### src/rtl/cde_pkg.sv
// shared types and constants of the circular deque
package cde_pkg;

  localparam int unsigned FIELD_BITS = 32;
  localparam int unsigned CAP_W      = 5;
  localparam logic [CAP_W-1:0] CAP_RESET = 5'd16;

  typedef enum logic [1:0] {
    OP_PUSH_LEFT  = 2'd0,
    OP_POP_LEFT   = 2'd1,
    OP_PUSH_RIGHT = 2'd2,
    OP_POP_RIGHT  = 2'd3
  } op_t;

  typedef enum logic [1:0] {
    ST_DONE  = 2'd0,
    ST_FULL  = 2'd1,
    ST_EMPTY = 2'd2
  } status_t;

  // per-cell strobes from the index logic
  typedef struct packed {
    logic wr_en;
    logic rd_en;
  } cell_ctl_t;

endpackage

### src/rtl/cde_in_if.sv
// operation channel of the circular deque
interface cde_in_if;
  logic                             valid;
  logic                             ready;
  logic [1:0]                       operation;
  logic [cde_pkg::FIELD_BITS-1:0]   push_word;

  modport source (output valid, output operation, output push_word, input ready);
  modport sink   (input valid, input operation, input push_word, output ready);
endinterface

### src/rtl/cde_out_if.sv
// result channel of the circular deque
interface cde_out_if;
  logic                             valid;
  logic                             ready;
  logic [cde_pkg::FIELD_BITS-1:0]   pop_word;
  logic [1:0]                       status;
  logic                             is_empty;
  logic                             is_full;

  modport source (output valid, output pop_word, output status, output is_empty,
                  output is_full, input ready);
  modport sink   (input valid, input pop_word, input status, input is_empty,
                  input is_full, output ready);
endinterface

### src/rtl/circular_deque.sv
// top level of the circular deque: index control, cell row and result register
//
//   channel  | dir | handshake      | word
//   ---------+-----+----------------+------------------------------------------
//   in_ch    | in  | valid / ready  | operation, push_word
//   out_ch   | out | valid / ready  | pop_word, status, is_empty, is_full
//   cfg      | in  | cfg_wr_en      | cfg_wr_data (capacity)
//
// one word per cycle: an operation is done in the cycle it is accepted and its
// result is registered; the cell row read chain and the index step set the path
// a new word is taken while the previous result waits, as long as out_ch is taken
// reset (rst_n, synchronous) empties the deque, zeroes both indices and sets
// capacity to 16; the cell contents are not cleared
// a stalled result holds in_ch.ready low until it is taken
module circular_deque #(
  parameter int unsigned DEPTH     = 16,
  parameter int unsigned WORD_BITS = 32
) (
  input  logic                          clk,
  input  logic                          rst_n,
  input  logic                          cfg_wr_en,
  input  logic [cde_pkg::CAP_W-1:0]     cfg_wr_data,
  cde_in_if.sink                        in_ch,
  cde_out_if.source                     out_ch
);

  localparam int unsigned IDX_W = (DEPTH > 1) ? $clog2(DEPTH) : 1;
  // wide enough for the capacity register and for DEPTH itself
  localparam int unsigned CW = ((IDX_W + 1) > cde_pkg::CAP_W) ? (IDX_W + 1) : cde_pkg::CAP_W;

  // capacity register
  logic [cde_pkg::CAP_W-1:0] cap_r;

  always_ff @(posedge clk) begin
    if (!rst_n) begin
      cap_r <= cde_pkg::CAP_RESET;
    end else if (cfg_wr_en) begin
      cap_r <= cfg_wr_data;
    end
  end

  // highest index in use: zero capacity acts as one, above DEPTH acts as DEPTH
  logic [CW-1:0]    cap_w;
  logic [IDX_W-1:0] top;

  always_comb begin
    cap_w = CW'(cap_r);
    if (cap_r == '0) begin
      top = '0;
    end else if (cap_w > CW'(DEPTH)) begin
      top = IDX_W'(DEPTH - 1);
    end else begin
      top = IDX_W'(cap_w - CW'(1));
    end
  end

  function automatic logic [IDX_W-1:0] step_up(input logic [IDX_W-1:0] idx,
                                               input logic [IDX_W-1:0] lim);
    return (idx >= lim) ? '0 : idx + IDX_W'(1);
  endfunction

  function automatic logic [IDX_W-1:0] step_down(input logic [IDX_W-1:0] idx,
                                                 input logic [IDX_W-1:0] lim);
    return (idx == '0) ? lim : idx - IDX_W'(1);
  endfunction

  // deque state
  logic [IDX_W-1:0] left_r, left_nxt;
  logic [IDX_W-1:0] right_r, right_nxt;
  logic             empty_r, empty_nxt;

  // result register
  logic                           out_valid_r, out_valid_nxt;
  logic [cde_pkg::FIELD_BITS-1:0] pop_word_r, pop_word_nxt;
  cde_pkg::status_t               status_r, status_nxt;
  logic                           is_empty_r;
  logic                           is_full_r, is_full_nxt;

  logic accept;
  logic full_now;
  logic is_push;
  logic at_left;

  // cell row controls
  logic                 wr_en;
  logic [IDX_W-1:0]     wr_idx;
  logic [IDX_W-1:0]     rd_idx;
  logic [WORD_BITS-1:0] wr_word;
  logic [WORD_BITS-1:0] chain [DEPTH+1];

  cde_pkg::op_t op;

  assign in_ch.ready = !out_valid_r || out_ch.ready;
  assign accept      = in_ch.valid && in_ch.ready;
  assign op          = cde_pkg::op_t'(in_ch.operation);
  assign is_push     = (op == cde_pkg::OP_PUSH_LEFT) || (op == cde_pkg::OP_PUSH_RIGHT);
  assign at_left     = (op == cde_pkg::OP_PUSH_LEFT) || (op == cde_pkg::OP_POP_LEFT);
  assign full_now    = !empty_r && (step_up(right_r, top) == left_r);
  assign wr_word     = WORD_BITS'(in_ch.push_word);
  assign rd_idx      = at_left ? left_r : right_r;

  // operation decode and next state
  always_comb begin
    left_nxt      = left_r;
    right_nxt     = right_r;
    empty_nxt     = empty_r;
    wr_en         = 1'b0;
    wr_idx        = '0;
    status_nxt    = cde_pkg::ST_DONE;
    pop_word_nxt  = '0;
    out_valid_nxt = out_valid_r && !out_ch.ready;

    if (accept) begin
      out_valid_nxt = 1'b1;
      if (is_push) begin
        priority if (full_now) begin
          status_nxt = cde_pkg::ST_FULL;
        end else if (empty_r) begin
          // first word always lands in entry zero
          left_nxt  = '0;
          right_nxt = '0;
          empty_nxt = 1'b0;
          wr_en     = 1'b1;
          wr_idx    = '0;
        end else if (at_left) begin
          left_nxt = step_down(left_r, top);
          wr_en    = 1'b1;
          wr_idx   = left_nxt;
        end else begin
          right_nxt = step_up(right_r, top);
          wr_en     = 1'b1;
          wr_idx    = right_nxt;
        end
      end else begin
        priority if (empty_r) begin
          status_nxt = cde_pkg::ST_EMPTY;
        end else begin
          pop_word_nxt = cde_pkg::FIELD_BITS'(chain[DEPTH]);
          // last word out: indices stay where they are
          priority if (left_r == right_r) begin
            empty_nxt = 1'b1;
          end else if (at_left) begin
            left_nxt = step_up(left_r, top);
          end else begin
            right_nxt = step_down(right_r, top);
          end
        end
      end
    end

    is_full_nxt = !empty_nxt && (step_up(right_nxt, top) == left_nxt);
  end

  // row of cells, read word passed from cell to cell
  assign chain[0] = '0;

  for (genvar i = 0; i < DEPTH; i++) begin : g_cell
    cde_pkg::cell_ctl_t ctl;

    assign ctl.wr_en = wr_en && (wr_idx == IDX_W'(i));
    assign ctl.rd_en = (rd_idx == IDX_W'(i));

    cde_cell #(
      .WORD_BITS (WORD_BITS)
    ) u_cell (
      .clk       (clk),
      .ctl       (ctl),
      .wr_word   (wr_word),
      .chain_in  (chain[i]),
      .chain_out (chain[i+1])
    );
  end

  always_ff @(posedge clk) begin
    if (!rst_n) begin
      left_r      <= '0;
      right_r     <= '0;
      empty_r     <= 1'b1;
      out_valid_r <= 1'b0;
    end else begin
      left_r      <= left_nxt;
      right_r     <= right_nxt;
      empty_r     <= empty_nxt;
      out_valid_r <= out_valid_nxt;
    end
  end

  // result payload, loaded on accept only
  always_ff @(posedge clk) begin
    if (accept) begin
      pop_word_r <= pop_word_nxt;
      status_r   <= status_nxt;
      is_empty_r <= empty_nxt;
      is_full_r  <= is_full_nxt;
    end
  end

  assign out_ch.valid    = out_valid_r;
  assign out_ch.pop_word = pop_word_r;
  assign out_ch.status   = status_r;
  assign out_ch.is_empty = is_empty_r;
  assign out_ch.is_full  = is_full_r;

  // every accepted word leaves a result behind
  a_result_follows: assert property (@(posedge clk) disable iff (!rst_n)
    accept |=> out_ch.valid)
    else $error("no result after accepted word");

  // a refused push leaves the deque untouched
  a_full_keeps_state: assert property (@(posedge clk) disable iff (!rst_n)
    (accept && is_push && full_now) |=>
      ($stable(left_r) && $stable(right_r) && $stable(empty_r)))
    else $error("refused push changed deque state");

  // a pop from an empty deque answers zero and the empty code
  a_empty_pop: assert property (@(posedge clk) disable iff (!rst_n)
    (accept && !is_push && empty_r) |=>
      (out_ch.pop_word == '0 && out_ch.status == cde_pkg::ST_EMPTY && out_ch.is_empty))
    else $error("bad result for pop from empty deque");

  // full and empty never reported together
  a_flags_exclusive: assert property (@(posedge clk) disable iff (!rst_n)
    out_ch.valid |-> !(out_ch.is_empty && out_ch.is_full))
    else $error("result reports both empty and full");

endmodule

### src/rtl/cde_cell.sv
// one storage cell of the deque: holds a word and passes the read chain on
module cde_cell #(
  parameter int unsigned WORD_BITS = 32
) (
  input  logic                  clk,
  input  cde_pkg::cell_ctl_t    ctl,
  input  logic [WORD_BITS-1:0]  wr_word,
  input  logic [WORD_BITS-1:0]  chain_in,
  output logic [WORD_BITS-1:0]  chain_out
);

  logic [WORD_BITS-1:0] word_r;

  always_ff @(posedge clk) begin
    if (ctl.wr_en) begin
      word_r <= wr_word;
    end
  end

  // selected cell ors its word into the word travelling down the row
  assign chain_out = ctl.rd_en ? (chain_in | word_r) : chain_in;

endmodule

### src/flat_wrapper.sv
// flat-port wrapper written by rule: the top's interface ports become plain ports
module circular_deque_flat 
#(
  parameter int unsigned DEPTH     = 16,
  parameter int unsigned WORD_BITS = 32
)
  (clk, rst_n, cfg_wr_en, cfg_wr_data, in_ch_valid, in_ch_operation, in_ch_push_word, in_ch_ready, out_ch_valid, out_ch_pop_word, out_ch_status, out_ch_is_empty, out_ch_is_full, out_ch_ready);
  cde_in_if in_ch_i ();
  cde_out_if out_ch_i ();
  input  logic clk;
  input  logic rst_n;
  input  logic cfg_wr_en;
  input  logic [cde_pkg::CAP_W-1:0] cfg_wr_data;
  input wire logic [$bits(in_ch_i.valid)-1:0] in_ch_valid;
  input wire logic [$bits(in_ch_i.operation)-1:0] in_ch_operation;
  input wire logic [$bits(in_ch_i.push_word)-1:0] in_ch_push_word;
  output wire logic [$bits(in_ch_i.ready)-1:0] in_ch_ready;
  output wire logic [$bits(out_ch_i.valid)-1:0] out_ch_valid;
  output wire logic [$bits(out_ch_i.pop_word)-1:0] out_ch_pop_word;
  output wire logic [$bits(out_ch_i.status)-1:0] out_ch_status;
  output wire logic [$bits(out_ch_i.is_empty)-1:0] out_ch_is_empty;
  output wire logic [$bits(out_ch_i.is_full)-1:0] out_ch_is_full;
  input wire logic [$bits(out_ch_i.ready)-1:0] out_ch_ready;
  assign in_ch_i.valid = in_ch_valid;
  assign in_ch_i.operation = in_ch_operation;
  assign in_ch_i.push_word = in_ch_push_word;
  assign in_ch_ready = in_ch_i.ready;
  assign out_ch_valid = out_ch_i.valid;
  assign out_ch_pop_word = out_ch_i.pop_word;
  assign out_ch_status = out_ch_i.status;
  assign out_ch_is_empty = out_ch_i.is_empty;
  assign out_ch_is_full = out_ch_i.is_full;
  assign out_ch_i.ready = out_ch_ready;
  circular_deque #(.DEPTH(DEPTH), .WORD_BITS(WORD_BITS)) u_core (.clk(clk), .rst_n(rst_n), .cfg_wr_en(cfg_wr_en), .cfg_wr_data(cfg_wr_data), .in_ch(in_ch_i), .out_ch(out_ch_i));
endmodule
### config.mk
export PLATFORM = sky130hd
export DESIGN_NAME = circular_deque_flat
export DESIGN_NICKNAME = d
export VERILOG_FILES = /design/src/rtl/cde_pkg.sv /design/src/rtl/cde_in_if.sv /design/src/rtl/cde_out_if.sv /design/src/rtl/circular_deque.sv /design/src/rtl/cde_cell.sv /design/src/flat_wrapper.sv
export SDC_FILE = /design/constraint.sdc
export NUM_CORES = 1
export LEC_CHECK = 0
export ABC_AREA = 1
export ABC_CLOCK_PERIOD_IN_PS = 6250
export BUFFER_PORTS_ARGS = -buffer_cell sky130_fd_sc_hd__buf_4
export CORE_UTILIZATION = 35
export CTS_BUF_LIST = sky130_fd_sc_hd__clkbuf_4 sky130_fd_sc_hd__clkbuf_8
export DETAILED_ROUTE_END_ITERATION = 7
export MAX_ROUTING_LAYER = met4
export SYNTH_ARGS = -nofsm -noshare
export SYNTH_HDL_FRONTEND = slang
export SYNTH_SLANG_ARGS = --single-unit
### constraint.sdc
create_clock -name clk -period 6.25 [get_ports clk]
set_input_delay 0 -clock clk [delete_from_list [all_inputs] [get_ports clk]]
set_output_delay 0 -clock clk [all_outputs]
set_load 0.01 [all_outputs]
==> results.md <==
- Combinational share of power: 7.7%
- DRT iter0 DRCs: 1,597
- Initial DRT Pass Iterations: 5
- Num Clock Sinks: 563
- Max Root-Sink Buffers: 3
- Largest net degree at the start of global routing: 42
- Register area share after synthesis: 76.43%
- Antenna Nets Post-Route: 0
- Die Area: 0.06364 mm²
- GP Congestion: 0.9109
- Post-route DRC: 0
- Final WL: 62.01 mm
- Max Slew Vio Count: 0
- Type of the most critical hold path: input pin to flip-flop
- Part of the cycle the worst path needs: 79.75%
- Layout fillers: 5,539
- Share of cells above drive strength 1: 20.11%
- Leakage: 8.635 nW
- H-tree levels: 3
- Post-synth net total: 1,475
- Synth cell types: 47
- Final setup viols: 0
- Clock-pin transition on the worst setup and hold timing paths: 0.06 ns
- CP Cell Sequence: inv_1 -> ha_1 -> a31oi_1 -> o21ai_0 -> ha_1 -> a21oi_4 -> nand3_1 -> nor2_1 -> nor2_2 -> nand3_4 -> nand2_1 -> inv_1 -> nand3_1 -> inv_1 -> nand2_1 -> nor2_4 -> buf_4
- Inserted Clock Buffers: 90
- Synthesis-stage register bit count: 563
- Num rows: 91
- Syn Inst Count: 1,413
- Clock power share: 38.8%
- Io pins: 82
- N_diodes: 0
- CP startpoint kind: flip-flop
- Final net count: 1,653
- Ys Warns: 0
- Max-cap viol count: 0
- FF+latch area: 0.01676 mm²
- Multi-input gate area: 0.004619 mm²
- Detailed Place HPWL: 34.31 mm
- Sum of negative setup slack: 0 ns
- Starting Density: 35.46%
- Core area: 0.06183 mm²
- Worst Setup Path Type: flip-flop to flip-flop
- Mapped Area: 0.02192 mm²
- Initial antenna violation count: 0
- Via Count: 13,600
- Pwr Density: 306.8 mW/mm²
- Die height: 252.3 µm
- Global-route wire length before repair: 90.92 mm
- Maximum VDD drop: 0.0001831 V
- Final Hold Viols: 0
- RSZ-0062 raised after global routing: false
- Clock Root Buffer: clkbuf_8
- Avg WL per Cell: 24.92 µm
- DP Cell Count: 2,293
- Cell-internal power: 6.046 mW
- CP peak stage delay: 0.91 ns
- Worst EP required: 6.62 ns
- F_max: 0.2006 GHz
- Status: finished, final reports clean
- Crit path max fanout: 22
- Port Buffers: 81
- GRT overflow: 0
- Total GRT Usage: 20.20%
- Critical path's slowest cell: nor2_4
- Worst-skew pair later-pin latency: 0.68 ns
- Worst-margin pin slew: 1.112 ns
- Worst setup EP type: flip-flop
- Via density: 5.467
- CTS tree: done
- CP arrival: 5.35 ns
- Synthesis-to-finish area growth: 17.41%
- Sequential share of power: 53.6%
- Switching Fraction: 23.44%
- Worst Skew: 0.02681 ns
- Vias in the first global route: 13,650
- Width of the die: 252.3 µm
- Hold WS: 0.08819 ns
- Core Util, Final: 41.63%
- CP most frequent cell: inv_1
- Tmin final: 4.984 ns
- Psw: 1.851 mW
- Rel. slew slack: 25.72%
- Layout Cells excl Fill: 2,488
- Syn avg cell area: 15.51 µm²
-- cell usage in the layout, fill, tap and decap left out, types with 3 or more instances in the layout --
cell and n:
nand4_1 18, o21ai_1 7, a211oi_1 4, a221oi_1 114, a21oi_1 29, o21ai_0 37
nor2_2 4, nor2_1 29, clkbuf_8 93, clkbuf_4 39, nor2_4 22, edfxtp_1 548
clkinvlp_4 3, ha_1 18, clkinv_1 14, inv_1 62, dfxtp_1 15, xor2_1 7
nand3_2 4, a221oi_2 3, a31oi_1 7, nand2_4 3, nand2_2 7, o21ai_4 3
o211ai_1 6, dlygate4sd3_1 43, a41oi_1 28, a22o_1 51, inv_2 23, a32o_1 30
nand2_1 188, nand3_1 58, buf_4 110
-- power by group through the flow --
stage               sequential (mW)  clock [mW]  combinational, mW
global placement               4.31           0              0.582
global route                   4.23        3.28              0.662
finish                         4.23        3.06              0.607
detailed placement             4.31           0              0.585
floorplan                      4.30           0              0.333
CTS                            4.23        3.12              0.612
-- worst max-delay path, delay by kind of cell, from the launching register on --
| family | cells | cell delay [ns] |
|---|---|---|
| buf+inv | 4 | 0.68 |
| simple gates | 8 | 1.99 |
| fa+ha+maj | 2 | 0.63 |
| flops | 1 | 0.29 |
| compound gates | 3 | 1.08 |
-- cell type report --
class | count | area share (%)
flip-flops and latches | 563 | 65.10
multi-input cells | 692 | 17.95
clock buffers | 132 | 6.111
repair buffers | 153 | 4.881
well taps | 837 | 4.069
inverters | 91 | 1.366
clock inverters | 20 | 0.5250
-- what timing repair did --
item,4_1_cts,5_1_grt
hold endpoints to repair,529,0
hold buffers,43,0
buffers inserted,0,0
resized for setup,0,0
-- kinds of logic (layout without fill, tap and decap cells) --
family	after synthesis	in the layout	synth area share [%]
buf+inv	158	396	3.173
simple gates	342	342	7.106
flops	563	563	76.43
compound gates	325	325	11.98
xor+xnor	7	7	0.2797
fa+ha+maj	18	18	1.027
-- stage by stage --
step | setup WS [ns] | power, mW | cell area [µm²]
global placement | 1.389 | 4.889 | 23600
global route | 0.8789 | 8.171 | 25740
CTS | 1.225 | 7.959 | 25740
detailed placement | 1.257 | 4.893 | 23600
floorplan | 0.9434 | 4.637 | 21920
finish | 1.266 | 7.897 | 25740
-- flip-flops by register name, summed over array words and instances, names as in the netlist --
name	flops
u_core.empty_r	1
u_core.out_ch.valid	1
u_core.out_ch.is_full	1
u_core.out_ch.is_empty	1
u_core.left_r	4
u_core.out_ch.pop_word	32
u_core.right_r	4
u_core.g_cell.u_cell.word_r	512
u_core.out_ch.status	2
u_core.cap_r	5
-- Yosys cell counts (all sizes together) --
cell type / n / share of area (%)
edfxtp: 548 / 75
nand2: 198 / 3.6
a221oi: 117 / 4.8
inv: 88 / 1.6
nand3: 63 / 1.6
nor2: 55 / 1.1
a22o: 51 / 2.0
o21ai: 48 / 1.3
buf: 46 / 1.2
a21oi: 32 / 0.82
a32o: 30 / 1.4
a41oi: 28 / 1.1
clkbuf: 21 / 0.36
nand4: 19 / 0.57
ha: 18 / 1.0
dfxtp: 15 / 1.4
a31oi: 7 / 0.20
xor2: 7 / 0.28
o211ai: 6 / 0.21
a211oi: 4 / 0.14
nor3: 4 / 0.17
clkinv: 3 / 0.051
nand3b: 2 / 0.068
a21boi: 1 / 0.034
o21bai: 1 / 0.034
or2: 1 / 0.029
-- routing by layer --
layer	vias to the layer above	global-route usage, %	share of wire [%]
met5	-	-	0
met1	6949	26.74	42
met3	77	3.347	7.8
met4	0	6.286	1.8
li1	5943	-	-
met2	634	31.87	48
-- path summary, 6_finish.rpt --
check,to,depth (start not counted),startpoint,slack (ns)
setup reg to reg,u_core.g_cell[13].u_cell.word_r[5],17,u_core.cap_r[0],1.27
hold / removal,u_core.empty_r,3,rst_n,0.09
hold reg to reg,u_core.cap_r[1],2,u_core.cap_r[1],0.51
setup / recovery,u_core.g_cell[13].u_cell.word_r[5],17,u_core.cap_r[0],1.27
(Power assumes the default switching activity.)
